### config.mk
export PLATFORM = sky130hd
export DESIGN_NAME = camera_packet_polar_converter_top_flat
export DESIGN_NICKNAME = d
export VERILOG_FILES = /design/src/rtl/cppc_pkg.sv /design/src/rtl/cppc_if.sv /design/src/rtl/cppc_datapath.sv /design/src/rtl/cppc_ctrl.sv /design/src/rtl/camera_packet_polar_converter_top.sv /design/src/flat_wrapper.sv
export VERILOG_INCLUDE_DIRS = /design/src /design/src/rtl
export SDC_FILE = /design/constraint.sdc
export NUM_CORES = 1
export LEC_CHECK = 0
export ABC_AREA = 1
export BUFFER_PORTS_ARGS = -buffer_cell sky130_fd_sc_hd__buf_2
export CAP_MARGIN = 20
export CELL_PAD_IN_SITES_DETAIL_PLACEMENT = 1
export CELL_PAD_IN_SITES_GLOBAL_PLACEMENT = 2
export CORE_MARGIN = 5
export CORE_UTILIZATION = 40
export DETAILED_ROUTE_END_ITERATION = 6
export PLACE_DENSITY_LB_ADDON = 0.1
export RECOVER_POWER = 50
export SYNTH_ARGS = -nofsm -noshare
export SYNTH_HDL_FRONTEND = slang
export SYNTH_SLANG_ARGS = --single-unit
### constraint.sdc
create_clock -name clk -period 23.6 [get_ports clk]
set_input_delay 2.36 -clock clk [delete_from_list [all_inputs] [get_ports clk]]
set_output_delay 2.36 -clock clk [all_outputs]
set_load 0.01 [all_outputs]
### src/rtl/camera_packet_polar_converter_top_defines.svh
// Assertion macros for the camera packet polar converter.
// No dependencies; included by the top level.
`ifndef CAMERA_PACKET_POLAR_CONVERTER_TOP_DEFINES_SVH
`define CAMERA_PACKET_POLAR_CONVERTER_TOP_DEFINES_SVH
`ifndef NO_ASSERTIONS
`define CPPC_ASSERT(label, clk, rst_n, prop, msg) \
  label: assert property (@(posedge clk) disable iff (!rst_n) prop) else $error(msg);
`define CPPC_ASSERT_NR(label, clk, prop, msg) \
  label: assert property (@(posedge clk) prop) else $error(msg);
`else
`define CPPC_ASSERT(label, clk, rst_n, prop, msg)
`define CPPC_ASSERT_NR(label, clk, prop, msg)
`endif
`endif

### src/rtl/cppc_pkg.sv
// Package for the camera packet polar converter: types, constants, tables.
// No dependencies.
package cppc_pkg;

  localparam int unsigned CordicSteps = 19;
  localparam int unsigned ZW = 28;   // angle accumulator, 2^-16 degree units, signed
  localparam int unsigned XW = 32;   // CORDIC x/y width
  localparam logic [14:0] AngleZero = 15'd5760;
  localparam logic [14:0] FullCircle = 15'd23040;

  typedef enum logic [1:0] {PH_HUNT, PH_SECOND, PH_COLLECT} phase_t;

  typedef enum logic [2:0] {
    ST_IDLE, ST_LOAD, ST_SQRT, ST_CORDIC, ST_FINISH, ST_NEXT, ST_OUT
  } ctl_state_t;

  typedef enum logic [1:0] {REG_START, REG_ATTACK, REG_CENTER} cfg_reg_t;

  typedef struct packed {
    logic       load;     // latch offsets of object obj
    logic       step;     // run one iteration of sqrt and CORDIC
    logic       finish;   // store result of object obj
    logic [1:0] obj;      // object slot 0..2
  } dp_cmd_t;

  typedef struct packed {
    logic last_step;
  } dp_sts_t;

  typedef struct packed {
    logic        seen;
    logic [11:0] distance;
    logic [14:0] angle;
  } obj_res_t;

  function automatic logic signed [ZW-1:0] atan_lut(input logic [4:0] i);
    case (i)
      5'd0:  atan_lut = 28'sd2949120;
      5'd1:  atan_lut = 28'sd1740967;
      5'd2:  atan_lut = 28'sd919879;
      5'd3:  atan_lut = 28'sd466945;
      5'd4:  atan_lut = 28'sd234379;
      5'd5:  atan_lut = 28'sd117304;
      5'd6:  atan_lut = 28'sd58666;
      5'd7:  atan_lut = 28'sd29335;
      5'd8:  atan_lut = 28'sd14668;
      5'd9:  atan_lut = 28'sd7334;
      5'd10: atan_lut = 28'sd3667;
      5'd11: atan_lut = 28'sd1833;
      5'd12: atan_lut = 28'sd917;
      5'd13: atan_lut = 28'sd458;
      5'd14: atan_lut = 28'sd229;
      5'd15: atan_lut = 28'sd115;
      5'd16: atan_lut = 28'sd57;
      5'd17: atan_lut = 28'sd29;
      5'd18: atan_lut = 28'sd14;
      default: atan_lut = 28'sd0;
    endcase
  endfunction

endpackage

### src/rtl/cppc_if.sv
// Valid/ready channel interfaces for the converter.
// Depends on nothing; payload types are plain vectors.
interface cppc_in_if;
  logic       valid;
  logic       ready;
  logic [7:0] rx_byte;
  modport source (output valid, output rx_byte, input ready);
  modport sink (input valid, input rx_byte, output ready);
endinterface

interface cppc_out_if;
  logic        valid;
  logic        ready;
  logic        ball_seen;
  logic [11:0] ball_distance;
  logic [14:0] ball_angle;
  logic        attack_seen;
  logic [11:0] attack_distance;
  logic [14:0] attack_angle;
  logic        defend_seen;
  logic [11:0] defend_distance;
  logic [14:0] defend_angle;
  modport source (output valid, output ball_seen, output ball_distance, output ball_angle,
                  output attack_seen, output attack_distance, output attack_angle,
                  output defend_seen, output defend_distance, output defend_angle,
                  input ready);
  modport sink (input valid, input ball_seen, input ball_distance, input ball_angle,
                input attack_seen, input attack_distance, input attack_angle,
                input defend_seen, input defend_distance, input defend_angle,
                output ready);
endinterface

interface cppc_cfg_if;
  logic       valid;
  logic       ready;
  logic [1:0] addr;
  logic [7:0] data;
  modport source (output valid, output addr, output data, input ready);
  modport sink (input valid, input addr, input data, output ready);
endinterface

### src/rtl/cppc_datapath.sv
// Datapath: offsets, shared bit-serial square root and CORDIC, result regs.
// Depends on cppc_pkg.
module cppc_datapath
  import cppc_pkg::*;
(
  input  logic       clk,
  input  dp_cmd_t    cmd,
  output dp_sts_t    sts,
  input  logic [7:0] center,
  input  logic [7:0] cx,
  input  logic [7:0] cy,
  output obj_res_t   res [3]
);

  logic signed [7:0]    dx_r, dy_r;
  logic                 seen_r, zero_r;
  logic [4:0]           it_r;
  logic [23:0]          sq_n_r;     // radicand sum*256, two bits taken per step
  logic [22:0]          sq_rem_r;   // partial remainder
  logic [11:0]          sq_root_r;
  logic signed [XW-1:0] x_r, y_r;
  logic signed [ZW-1:0] z_r;
  obj_res_t             res_r [3];

  logic signed [7:0]    dx_c, dy_c;
  logic signed [15:0]   dxw_c, dyw_c;
  logic [15:0]          sum_c;
  logic [13:0]          trial_c;
  logic [22:0]          rem_sh_c;
  logic signed [XW-1:0] xs_c, ys_c, ax_c, ay_c;
  logic signed [ZW-1:0] v_c;
  logic [17:0]          q_c;

  assign dx_c  = center - cx;
  assign dy_c  = center - cy;
  assign dxw_c = 16'(dx_c);
  assign dyw_c = 16'(dy_c);
  assign sum_c = 16'($unsigned(dxw_c * dxw_c)) + 16'($unsigned(dyw_c * dyw_c));
  assign sts.last_step = (it_r == 5'(CordicSteps - 1));

  // digit-by-digit root: 12 result bits from sum*256 (24 bits)
  assign rem_sh_c = {sq_rem_r[20:0], sq_n_r[23:22]};
  assign trial_c  = {sq_root_r, 2'b01};
  assign xs_c = x_r >>> it_r;
  assign ys_c = y_r >>> it_r;
  assign ax_c = XW'(dx_c) <<< 20;
  assign ay_c = XW'(dy_c) <<< 20;

  always_comb begin
    v_c = 28'sd5898240 - z_r;
    if (v_c < 0) v_c = v_c + 28'sd23592960;
    q_c = 18'((v_c + 28'sd512) >>> 10);
  end

  always_ff @(posedge clk) begin
    if (cmd.load) begin
      dx_r      <= dx_c;
      dy_r      <= dy_c;
      seen_r    <= (cx != center) || (cy != center);
      zero_r    <= (dx_c == 0) && (dy_c == 0);
      it_r      <= '0;
      sq_n_r    <= {sum_c, 8'd0};
      sq_rem_r  <= '0;
      sq_root_r <= '0;
      if (dx_c < 0) begin
        if (dy_c >= 0) begin
          x_r <= ay_c; y_r <= -ax_c; z_r <= 28'sd5898240;
        end else begin
          x_r <= -ay_c; y_r <= ax_c; z_r <= -28'sd5898240;
        end
      end else begin
        x_r <= ax_c; y_r <= ay_c; z_r <= '0;
      end
    end else if (cmd.step) begin
      it_r <= it_r + 5'd1;
      if (it_r < 5'd12) begin
        sq_n_r <= {sq_n_r[21:0], 2'b00};
        if (rem_sh_c >= 23'(trial_c)) begin
          sq_rem_r  <= rem_sh_c - 23'(trial_c);
          sq_root_r <= {sq_root_r[10:0], 1'b1};
        end else begin
          sq_rem_r  <= rem_sh_c;
          sq_root_r <= {sq_root_r[10:0], 1'b0};
        end
      end
      if (y_r > 0) begin
        x_r <= x_r + ys_c; y_r <= y_r - xs_c; z_r <= z_r + atan_lut(it_r);
      end else begin
        x_r <= x_r - ys_c; y_r <= y_r + xs_c; z_r <= z_r - atan_lut(it_r);
      end
    end
    if (cmd.finish) begin
      res_r[cmd.obj].seen     <= seen_r;
      res_r[cmd.obj].distance <= sq_root_r;
      if (zero_r) res_r[cmd.obj].angle <= AngleZero;
      else if (q_c >= 18'(FullCircle)) res_r[cmd.obj].angle <= '0;
      else res_r[cmd.obj].angle <= q_c[14:0];
    end
  end

  assign res = res_r;

endmodule

### src/rtl/cppc_ctrl.sv
// Controller: packet framing and sequencing of the three object conversions.
// Depends on cppc_pkg.
module cppc_ctrl
  import cppc_pkg::*;
(
  input  logic       clk,
  input  logic       rst_n,
  input  logic       in_fire,
  input  logic [7:0] rx_byte,
  input  logic [7:0] start_byte,
  input  logic       out_fire,
  input  dp_sts_t    sts,
  output dp_cmd_t    cmd,
  output logic       busy,
  output logic       out_valid,
  output logic [2:0] wr_idx,
  output logic       wr_en
);

  phase_t     phase_r, phase_nxt;
  logic [2:0] idx_r, idx_nxt;
  ctl_state_t st_r, st_nxt;
  logic [1:0] obj_r, obj_nxt;

  always_ff @(posedge clk) begin
    if (!rst_n) begin
      phase_r <= PH_HUNT;
      idx_r   <= '0;
      st_r    <= ST_IDLE;
      obj_r   <= '0;
    end else begin
      phase_r <= phase_nxt;
      idx_r   <= idx_nxt;
      st_r    <= st_nxt;
      obj_r   <= obj_nxt;
    end
  end

  always_comb begin
    phase_nxt = phase_r;
    idx_nxt   = idx_r;
    st_nxt    = st_r;
    obj_nxt   = obj_r;
    cmd       = '0;
    cmd.obj   = obj_r;
    wr_en     = 1'b0;
    wr_idx    = idx_r;
    case (st_r)
      ST_IDLE: begin
        if (in_fire) begin
          case (phase_r)
            PH_COLLECT: begin
              wr_en = 1'b1;
              if (idx_r == 3'd5) begin
                phase_nxt = PH_HUNT;
                idx_nxt   = '0;
                obj_nxt   = '0;
                st_nxt    = ST_LOAD;
              end else begin
                idx_nxt = idx_r + 3'd1;
              end
            end
            PH_SECOND: begin
              phase_nxt = (rx_byte == start_byte) ? PH_COLLECT : PH_HUNT;
              idx_nxt   = '0;
            end
            default: begin
              phase_nxt = (rx_byte == start_byte) ? PH_SECOND : PH_HUNT;
              idx_nxt   = '0;
            end
          endcase
        end
      end
      ST_LOAD: begin
        cmd.load = 1'b1;
        st_nxt   = ST_CORDIC;
      end
      ST_CORDIC: begin
        cmd.step = 1'b1;
        if (sts.last_step) st_nxt = ST_FINISH;
      end
      ST_FINISH: begin
        cmd.finish = 1'b1;
        st_nxt     = ST_NEXT;
      end
      ST_NEXT: begin
        if (obj_r == 2'd2) st_nxt = ST_OUT;
        else begin
          obj_nxt = obj_r + 2'd1;
          st_nxt  = ST_LOAD;
        end
      end
      ST_OUT: begin
        if (out_fire) st_nxt = ST_IDLE;
      end
      default: st_nxt = ST_IDLE;
    endcase
  end

  assign busy      = (st_r != ST_IDLE);
  assign out_valid = (st_r == ST_OUT);

endmodule

### src/rtl/camera_packet_polar_converter_top.sv
// Top level of the camera packet polar converter.
// Depends on cppc_pkg, cppc_if, cppc_ctrl, cppc_datapath and the defines header.
//
//  channel  dir  handshake     payload
//  in_      in   valid/ready   rx_byte
//  out_     out  valid/ready   seen/distance/angle for ball, attack, defend
//  cfg_     in   valid/ready   addr (register index), data
//
// A byte that does not finish a packet is taken in the same cycle that it is offered. The sixth
// coordinate byte starts the conversion of the three objects in turn, each by the
// shared 19-step CORDIC, with the 12-step root running in the same steps.
// in_ready is low from then until the result item is taken; out_valid holds.
// rst_n is synchronous; it clears framing, sequencing and the config registers,
// not the coordinate data or the results.
`include "camera_packet_polar_converter_top_defines.svh"
module camera_packet_polar_converter_top
  import cppc_pkg::*;
(
  input logic  clk,
  input logic  rst_n,
  cppc_in_if.sink    in_ch,
  cppc_out_if.source out_ch,
  cppc_cfg_if.sink   cfg_ch
);

  logic [7:0] start_byte_r, center_r;
  logic       attack_is_blue_r;
  logic [7:0] coord_r [6];
  dp_cmd_t    cmd;
  dp_sts_t    sts;
  obj_res_t   res [3];
  logic       busy, out_valid, wr_en, in_fire, out_fire;
  logic [2:0] wr_idx;
  logic [2:0] cx_i, cy_i;

  assign in_ch.ready  = !busy;
  assign cfg_ch.ready = 1'b1;
  assign in_fire  = in_ch.valid && in_ch.ready;
  assign out_fire = out_ch.valid && out_ch.ready;

  always_ff @(posedge clk) begin
    if (!rst_n) begin
      start_byte_r     <= 8'd255;
      attack_is_blue_r <= 1'b0;
      center_r         <= 8'd120;
    end else if (cfg_ch.valid) begin
      case (cfg_ch.addr)
        REG_START:  start_byte_r     <= cfg_ch.data;
        REG_ATTACK: attack_is_blue_r <= cfg_ch.data[0];
        REG_CENTER: center_r         <= cfg_ch.data;
        default: ;
      endcase
    end
  end

  // coordinate bytes, no reset needed
  always_ff @(posedge clk) begin
    if (wr_en) coord_r[wr_idx] <= in_ch.rx_byte;
  end

  // slot 0 ball, slot 1 attacked goal, slot 2 defended goal
  always_comb begin
    case (cmd.obj)
      2'd0: cx_i = 3'd0;
      2'd1: cx_i = attack_is_blue_r ? 3'd4 : 3'd2;
      default: cx_i = attack_is_blue_r ? 3'd2 : 3'd4;
    endcase
    cy_i = cx_i + 3'd1;
  end

  cppc_ctrl u_ctrl (
    .clk, .rst_n, .in_fire, .rx_byte(in_ch.rx_byte), .start_byte(start_byte_r),
    .out_fire, .sts, .cmd, .busy, .out_valid, .wr_idx, .wr_en
  );

  cppc_datapath u_dp (
    .clk, .cmd, .sts, .center(center_r), .cx(coord_r[cx_i]), .cy(coord_r[cy_i]), .res
  );

  assign out_ch.valid           = out_valid;
  assign out_ch.ball_seen       = res[0].seen;
  assign out_ch.ball_distance   = res[0].distance;
  assign out_ch.ball_angle      = res[0].angle;
  assign out_ch.attack_seen     = res[1].seen;
  assign out_ch.attack_distance = res[1].distance;
  assign out_ch.attack_angle    = res[1].angle;
  assign out_ch.defend_seen     = res[2].seen;
  assign out_ch.defend_distance = res[2].distance;
  assign out_ch.defend_angle    = res[2].angle;

  `CPPC_ASSERT(a_no_in_while_out, clk, rst_n, out_valid |-> !in_ch.ready, "input taken during output")
  `CPPC_ASSERT(a_out_holds, clk, rst_n, (out_valid && !out_ch.ready) |=> out_valid, "result dropped")
  `CPPC_ASSERT(a_cmd_excl, clk, rst_n, !(cmd.load && cmd.step), "load and step together")

endmodule
### src/flat_wrapper.sv
// flat-port wrapper written by rule: the top's interface ports become plain ports
module camera_packet_polar_converter_top_flat import cppc_pkg::*;
  (clk, rst_n, in_ch_valid, in_ch_rx_byte, in_ch_ready, out_ch_valid, out_ch_ball_seen, out_ch_ball_distance, out_ch_ball_angle, out_ch_attack_seen, out_ch_attack_distance, out_ch_attack_angle, out_ch_defend_seen, out_ch_defend_distance, out_ch_defend_angle, out_ch_ready, cfg_ch_valid, cfg_ch_addr, cfg_ch_data, cfg_ch_ready);
  cppc_in_if in_ch_i ();
  cppc_out_if out_ch_i ();
  cppc_cfg_if cfg_ch_i ();
  input logic clk;
  input logic rst_n;
  input wire logic [$bits(in_ch_i.valid)-1:0] in_ch_valid;
  input wire logic [$bits(in_ch_i.rx_byte)-1:0] in_ch_rx_byte;
  output wire logic [$bits(in_ch_i.ready)-1:0] in_ch_ready;
  output wire logic [$bits(out_ch_i.valid)-1:0] out_ch_valid;
  output wire logic [$bits(out_ch_i.ball_seen)-1:0] out_ch_ball_seen;
  output wire logic [$bits(out_ch_i.ball_distance)-1:0] out_ch_ball_distance;
  output wire logic [$bits(out_ch_i.ball_angle)-1:0] out_ch_ball_angle;
  output wire logic [$bits(out_ch_i.attack_seen)-1:0] out_ch_attack_seen;
  output wire logic [$bits(out_ch_i.attack_distance)-1:0] out_ch_attack_distance;
  output wire logic [$bits(out_ch_i.attack_angle)-1:0] out_ch_attack_angle;
  output wire logic [$bits(out_ch_i.defend_seen)-1:0] out_ch_defend_seen;
  output wire logic [$bits(out_ch_i.defend_distance)-1:0] out_ch_defend_distance;
  output wire logic [$bits(out_ch_i.defend_angle)-1:0] out_ch_defend_angle;
  input wire logic [$bits(out_ch_i.ready)-1:0] out_ch_ready;
  input wire logic [$bits(cfg_ch_i.valid)-1:0] cfg_ch_valid;
  input wire logic [$bits(cfg_ch_i.addr)-1:0] cfg_ch_addr;
  input wire logic [$bits(cfg_ch_i.data)-1:0] cfg_ch_data;
  output wire logic [$bits(cfg_ch_i.ready)-1:0] cfg_ch_ready;
  assign in_ch_i.valid = in_ch_valid;
  assign in_ch_i.rx_byte = in_ch_rx_byte;
  assign in_ch_ready = in_ch_i.ready;
  assign out_ch_valid = out_ch_i.valid;
  assign out_ch_ball_seen = out_ch_i.ball_seen;
  assign out_ch_ball_distance = out_ch_i.ball_distance;
  assign out_ch_ball_angle = out_ch_i.ball_angle;
  assign out_ch_attack_seen = out_ch_i.attack_seen;
  assign out_ch_attack_distance = out_ch_i.attack_distance;
  assign out_ch_attack_angle = out_ch_i.attack_angle;
  assign out_ch_defend_seen = out_ch_i.defend_seen;
  assign out_ch_defend_distance = out_ch_i.defend_distance;
  assign out_ch_defend_angle = out_ch_i.defend_angle;
  assign out_ch_i.ready = out_ch_ready;
  assign cfg_ch_i.valid = cfg_ch_valid;
  assign cfg_ch_i.addr = cfg_ch_addr;
  assign cfg_ch_i.data = cfg_ch_data;
  assign cfg_ch_ready = cfg_ch_i.ready;
  camera_packet_polar_converter_top u_core (.clk(clk), .rst_n(rst_n), .in_ch(in_ch_i), .out_ch(out_ch_i), .cfg_ch(cfg_ch_i));
endmodule
==> flow_metrics.env, run 1 <==
export IMPL_n_fill_cell=9749
export IMPL_htree_levels=2
export IMPL_yosysWarnings=0
export IMPL_end_kind="flop"
export IMPL_p_clk_frac=0.154
export IMPL_dp_hpwl_mm=78.4
export IMPL_port_buffers=108
export IMPL_clock_latency_ps=600
export IMPL_placed_cells=5268
export IMPL_final_nets=4623
export IMPL_ys_seq_area_frac=0.293
export IMPL_drt_iter0_markers=1389
export IMPL_synth_area_per_cell_sq_um=7.25
export IMPL_antenna_left=0
export IMPL_multiInputGateArea_sq_mm=0.0189
export IMPL_layout_drive_gt1_share=0.0671
export IMPL_rsz0062_at_grt="no"
export IMPL_dpl_worst_slack_ps=12830
export IMPL_drc_errors=0
export IMPL_crit_fanout=17
export IMPL_p_sw_mw=2.16
export IMPL_maxCapViolCount=6
export IMPL_p_int_mw=2.17
export IMPL_finalMaxSlewViolations=235
export IMPL_power_frac_seq=0.166
export IMPL_grt_use_total=0.238
export IMPL_area_growth_pct=9.27
export IMPL_ys_ff_latch=329
export IMPL_regArea_sq_mm=0.00901
export IMPL_violations="capacitance limit, slew limit"
export IMPL_setup_tns_ps=0
export IMPL_vias=28149
export IMPL_crit_buf_inv=7
export IMPL_yosys_top_cells_count="1048 x nand2_1, 554 x inv_1, 395 x nor2_1, 375 x o21ai_0, 277 x a21oi_1"
export IMPL_synth_most_common_cell="nand2_1"
export IMPL_total_power_mw=4.32
export IMPL_initial_utilization=0.404
export IMPL_dieArea_sq_mm=0.0824
export IMPL_cts_sinks=329
export IMPL_swShare=0.499
export IMPL_power_density_mw_per_mm2=129
export IMPL_post_cts_setup_buffer_count=0
export IMPL_grt_overflow_total=0
export IMPL_timing_fmax_mhz=94.5
export IMPL_place_congestion=0.877
export IMPL_cts_root_buffer="clkbuf_16"
export IMPL_cts_hold_fix_buffers=0
export IMPL_hold_viol_final=0
export IMPL_num_antenna_cells=0
export IMPL_worstMarginPinSlew_ps=3680
export IMPL_cts_tree="yes"
export IMPL_core_region_area_sq_mm=0.0761
export IMPL_slowest_delay_ps=870
export IMPL_worstPathRequired_ps=23940
export IMPL_slowest_stage="nor2_1"
export IMPL_clk_path_buf_depth=3
export IMPL_synth_area_top_cells="edfxtp_1 24%, nand2_1 13%, ha_1 8.1%"
export IMPL_synth_edf_count=242
export IMPL_cts_buffers=42
export IMPL_critPathKind="flop to flop"
export IMPL_totalWireLength_mm=99.9
export IMPL_rows=101
export IMPL_pin_count=110
export IMPL_vias_per_cell=5.26
export IMPL_synthesis_area_sq_mm=0.0307
export IMPL_max_slew_margin_rel=-1.46
export IMPL_synth_cell_types=64
export IMPL_grt_pass1_wl_mm=159
export IMPL_clock_skew_ps=28.4
export IMPL_finalNonFillerCells=5349
export IMPL_grt_max_degree=70
export IMPL_fin_crit_sh=0.449
export IMPL_hold_class="flop to flop"
export IMPL_critPathMostFrequentCell="nand2_1"
export IMPL_power_leakage_nw=15.4
export IMPL_die_h_um=287
export IMPL_synth_nets=4575
export IMPL_wl_per_cell_um=18.7
export IMPL_setup_viol=0
export IMPL_async_flop_share=0
export IMPL_peakVddDrop_uv=300
export IMPL_setup_slack_ps=13010
export IMPL_ctsResizeCount=0
export IMPL_clk_pin_slew_ps=60
export IMPL_grt_pass1_vias=29051
export IMPL_synth_flop_cell="edfxtp_1"
export IMPL_synth_largest_area_cell="edfxtp_1"
export IMPL_synth_top_cell_area_share=0.237
export IMPL_min_period_ps=10590
export IMPL_cp_arrival_ps=10920
export IMPL_crit_path_start_kind="flop"
export IMPL_die_x_um=287
export IMPL_whs_ps=490
export IMPL_crit_family="adder cells"
export IMPL_power_frac_comb=0.680
export IMPL_status="finished, violations left"
export IMPL_synth_cells=4237
export IMPL_grt_antenna_before_repair=2
export IMPL_firstDrtPassIters=5
[per-layer routing]
| layer | track usage | vias to the layer above | wire (um) |
|---|---|---|---|
| met5 | 0 | - | 0 |
| met4 | 0.0456 | 0 | 1900 |
| met3 | 0.0200 | 98 | 2500 |
| met2 | 0.424 | 325 | 48800 |
| met1 | 0.319 | 13678 | 46700 |
| li1 | - | 14048 | - |
[worst paths after layout]
kind                                 from                 endpoint  slack (ps)  cells after the start
setup / recovery   u_core.u_ctrl.obj_r[1]   u_core.u_dp.sq_n_r[23]       13010                     43
hold / removal    u_core.u_dp.sq_rem_r[5]  u_core.u_dp.sq_rem_r[5]         490                      2
setup reg to reg   u_core.u_ctrl.obj_r[1]   u_core.u_dp.sq_n_r[23]       13010                     43
hold reg to reg   u_core.u_dp.sq_rem_r[5]  u_core.u_dp.sq_rem_r[5]         490                      2
[tightest hold or removal path, cell delays in order (launching register included)]
cell and delay, ps:
dfxtp_1 320, nand2_1 70, a21oi_1 50
[state kept, by name (all words and copies together), names as in the netlist, 12 cells and up, named ones only]
signal / flops
u_core.u_dp.x_r: 32
u_core.coord_r: 48
u_core.u_dp.sq_root_r: 12
u_core.u_dp.sq_rem_r: 21
u_core.u_dp.z_r: 28
u_core.u_dp.res: 84
u_core.u_dp.y_r: 32
u_core.u_dp.sq_n_r: 16
[metrics by stage]
step	instance area [sq um]	utilization
6_report	33600	0.441
2_1_floorplan	30700	-
3_5_place_dp	32200	0.423
5_1_grt	33600	0.441
4_1_cts	33600	0.442
3_3_place_gp	32200	0.423
[placed cells by master, fill, tap and decap left out, types with 22 or more instances in the layout]
master and count:
a21oi_1 277, a31oi_1 30, buf_2 98, buf_4 25
clkbuf_1 35, clkbuf_16 44, dfxtp_1 85, edfxtp_1 242
fa_1 115, ha_1 200, inv_1 551, mux2i_1 41
nand2_1 1048, nand3_1 186, nand4_1 52, nor2_1 394
nor3_1 45, o211ai_1 35, o21a_1 22, o21ai_0 375
o21ai_1 25, or2_2 29, xnor2_1 58, xor2_1 90
[cell families after synthesis]
family                     after synthesis  synth area share
AOI/OAI and AO/OA                      835             0.149
xor gates and xnor gates               149            0.0427
adders and majority gates              315             0.156
buffers and inverters                  723            0.0916
DFF                                    329             0.293
muxes                                   41            0.0134
other                                    1          0.000122
and+or+nand+nor                       1844             0.254
[power groups by stage]
stage / registers, mW / clock network, mW / logic (mW)
after floorplan: 0.726 / 0 / 2.27
after global placement: 0.731 / 0 / 2.90
after detailed placement: 0.732 / 0 / 2.96
after CTS: 0.719 / 0.682 / 2.98
after global routing: 0.722 / 0.706 / 3.40
final: 0.719 / 0.666 / 2.94
[final cells by class]
cell class | count | area share
Sequential cell | 329 | 0.269
Multi-Input combinational cell | 3185 | 0.563
Timing Repair Buffer | 149 | 0.0233
Tap cell | 1030 | 0.0384
Clock inverter | 21 | 0.00675
Inverter | 578 | 0.0647
Clock buffer | 57 | 0.0352
(Power assumes the default switching activity.)
==> run 2: changes to the inputs <==
--- a/config.mk
+++ b/config.mk
@@ -6,13 +6,13 @@
 export SDC_FILE = /design/constraint.sdc
 export NUM_CORES = 1
 export LEC_CHECK = 0
-export ABC_AREA = 1
+export ABC_AREA = 0
 export BUFFER_PORTS_ARGS = -buffer_cell sky130_fd_sc_hd__buf_2
 export CAP_MARGIN = 20
 export CELL_PAD_IN_SITES_DETAIL_PLACEMENT = 1
 export CELL_PAD_IN_SITES_GLOBAL_PLACEMENT = 2
 export CORE_MARGIN = 5
-export CORE_UTILIZATION = 40
+export CORE_UTILIZATION = 41
 export DETAILED_ROUTE_END_ITERATION = 6
 export PLACE_DENSITY_LB_ADDON = 0.1
 export RECOVER_POWER = 50
==> constraint.sdc (replaced) <==
create_clock -name clk -period 10.8 [get_ports clk]
set_input_delay 1.08 -clock clk [delete_from_list [all_inputs] [get_ports clk]]
set_output_delay 1.08 -clock clk [all_outputs]
set_load 0.01 [all_outputs]
==> flow_metrics.env, run 2 <==
export IMPL_status="finished, violations left"
export IMPL_violations="capacitance limit, slew limit"
export IMPL_synth_top_cell_area_share=0.238
export IMPL_cts_hold_fix_buffers=0
export IMPL_layout_common_cells="320 x nand2_1, 294 x nor2_1, 242 x edfxtp_1"
export IMPL_synth_flop_cell="edfxtp_1"
export IMPL_r2r_cells=38
export IMPL_n_fill_cell=8590
export IMPL_synth_edf_count=242
export IMPL_setup_tns_ps=0
export IMPL_timing_fmax_mhz=101
export IMPL_critPathKind="flop to flop"
export IMPL_worstMarginPinSlew_ps=2410
export IMPL_wl_per_cell_um=22.3
export IMPL_cts_buffers=41
export IMPL_ys_ff_latch=329
export IMPL_dp_hpwl_mm=74.3
export IMPL_dieArea_sq_mm=0.0801
export IMPL_yosys_top_cells_count="321 x nand2_1, 296 x nor2_1, 242 x edfxtp_1, 231 x inv_1, 201 x o21ai_0"
export IMPL_slowest_delay_ps=740
export IMPL_cts_sinks=329
export IMPL_fin_crit_sh=0.918
export IMPL_setup_viol=0
export IMPL_ctsResizeCount=0
export IMPL_vias=25331
export IMPL_async_flop_share=0
export IMPL_drc_errors=0
export IMPL_clk_path_buf_depth=3
export IMPL_clock_skew_ps=20.2
export IMPL_ys_seq_area_frac=0.295
export IMPL_synth_largest_area_cell="edfxtp_1"
export IMPL_synthesis_area_sq_mm=0.0306
export IMPL_slowest_stage="nor2_1"
export IMPL_core_region_area_sq_mm=0.0742
export IMPL_largest_reg_flops=84
export IMPL_synth_cell_types=100
export IMPL_power_density_mw_per_mm2=189
export IMPL_crit_family="adder cells"
export IMPL_clock_latency_ps=590
export IMPL_crit_fanout=17
export IMPL_holdPathStages=2
export IMPL_rsz0062_at_grt="no"
export IMPL_die_h_um=283
export IMPL_grt_overflow_total=0
export IMPL_area_growth_pct=8.59
export IMPL_firstDrtPassIters=5
export IMPL_rrSetupSlack_ps=880
export IMPL_synth_area_per_cell_sq_um=9.20
export IMPL_finalMaxSlewViolations=63
export IMPL_placed_area_sq_mm=0.0320
export IMPL_initial_utilization=0.412
export IMPL_crit_buf_inv=8
export IMPL_grt_pass1_vias=26967
export IMPL_antenna_left=0
export IMPL_grt_use_total=0.235
export IMPL_synth_most_common_cell="nand2_1"
export IMPL_synth_cells=3323
export IMPL_synth_nets=3661
export IMPL_num_antenna_cells=0
export IMPL_cts_root_buffer="clkbuf_16"
export IMPL_grt_max_degree=70
export IMPL_port_buffers=108
export IMPL_design_area_sq_mm=0.0332
export IMPL_place_congestion=0.881
export IMPL_layout_drive_gt1_share=0.0806
export IMPL_synth_area_top_cells="edfxtp_1 24%, ha_1 8.2%, fa_1 7.5%"
export IMPL_max_slew_margin_rel=-0.613
export IMPL_clk_pin_slew_ps=60
export IMPL_pin_count=110
export IMPL_hold_start="u_core.u_dp.sq_rem_r[19]"
export IMPL_power_leakage_nw=13.2
export IMPL_vias_per_cell=5.81
export IMPL_end_kind="flop"
export IMPL_final_nets=3694
export IMPL_hold_class="flop to flop"
export IMPL_drt_iter0_markers=1466
export IMPL_cts_tree="yes"
export IMPL_maxCapViolCount=2
export IMPL_yosysWarnings=0
export IMPL_htree_levels=2
export IMPL_rows=100
export IMPL_peakVddDrop_uv=317
export IMPL_totalWireLength_mm=97.1
export IMPL_worstPathRequired_ps=11110
export IMPL_r2r_end="u_core.u_dp.sq_n_r[23]"
export IMPL_crit_path_start_kind="flop"
export IMPL_startpoint="u_core.u_ctrl.obj_r[1]"
export IMPL_post_cts_setup_buffer_count=0
export IMPL_r2r_start="u_core.u_ctrl.obj_r[1]"
export IMPL_min_period_ps=9920
export IMPL_grt_antenna_before_repair=0
export IMPL_hold_viol_final=0
export IMPL_hold_end="u_core.u_dp.sq_rem_r[19]"
export IMPL_grt_pass1_wl_mm=154
export IMPL_cp_arrival_ps=10230
export IMPL_mostFrequentLayoutCell="nand2_1"
export IMPL_die_x_um=283
==> run 2: cell types whose count changed in the layout (fill, tap and decap cells not counted), moves of 67 or more <==
| cell | previous run | this run |
|---|---|---|
| nand2_1 | 1048 | 320 |
| inv_1 | 551 | 230 |
| o21ai_0 | 375 | 200 |
| nor2_1 | 394 | 294 |
| nand3_1 | 186 | 90 |
| xnor2_1 | 58 | 145 |
| buf_2 | 98 | 14 |
| a21oi_1 | 277 | 194 |
| mux4_2 | 0 | 74 |
| clkbuf_1 | 35 | 108 |
| nand2b_1 | 0 | 67 |
==> run 2: final cells by class <==
class,instances,area (sq um),share of cell area
clock buffer,56,1150,0.0347
timing repair buffer,154,746,0.0225
clock inverter,19,201,0.00607
sequential,329,9020,0.272
multi-input combinational,2586,19900,0.601
tap,969,1210,0.0365
inverter,244,918,0.0277
==> run 2: metrics by stage <==
stage               std cells  setup WS (ps)  power, mW   util  hold slack [ps]
floorplan                3323           1430       4.03      -              440
global placement         4280           1100       4.75  0.431              462
detailed placement       4280            773       4.86  0.431              469
CTS                      4355            761       6.33  0.449              482
global route             4357           57.8       6.81  0.447              491
finish                   4357            880       6.26  0.447              477
==> run 2: worst max path at each step <==
stage	slack, ps	endpoint	cells after the start
floorplan	1430	u_core.u_dp.sq_n_r[23]	40
global placement	1100	u_core.u_dp.sq_n_r[23]	38
detailed placement	770	u_core.u_dp.sq_n_r[23]	39
CTS	760	u_core.u_dp.sq_n_r[23]	39
global route	60	u_core.u_dp.sq_n_r[23]	37
finish	880	u_core.u_dp.sq_n_r[23]	38
==> run 2: cells by family after synthesis <==
logic type                 Yosys count  share of synthesized area
other                                1                   0.000123
buffers and inverters              408                     0.0541
AOI/OAI and AO/OA                  754                      0.157
xor gates and xnor gates           243                     0.0699
and+or+nand+nor                   1071                      0.167
adders and majority gates          315                      0.157
DFF                                329                      0.295
muxes                              202                     0.0994
==> run 2: per-layer routing <==
layer  up-vias  track usage  routed length [um]
met4         0       0.0580                2390
met5         -            0                   0
met2       503        0.389               45500
li1      11943            -                   -
met3       133       0.0354                4510
met1     12752        0.325               44800
==> run 2: power breakdown <==
group	switching (mW)	internal (mW)	total [mW]	leakage [nW]
Combinational	1.97	1.43	3.40	9.58
Sequential	0.0312	1.42	1.45	2.93
Clock	0.600	0.803	1.40	0.660
==> run 2: tightest hold or removal path, delay by kind of cell, from the launching register on <==
| kind | cells | cell delay, ps |
|---|---|---|
| AO/OA/AOI/OAI | 1 | 70 |
| flip-flops | 1 | 310 |
| AND/OR/NAND/NOR | 1 | 50 |
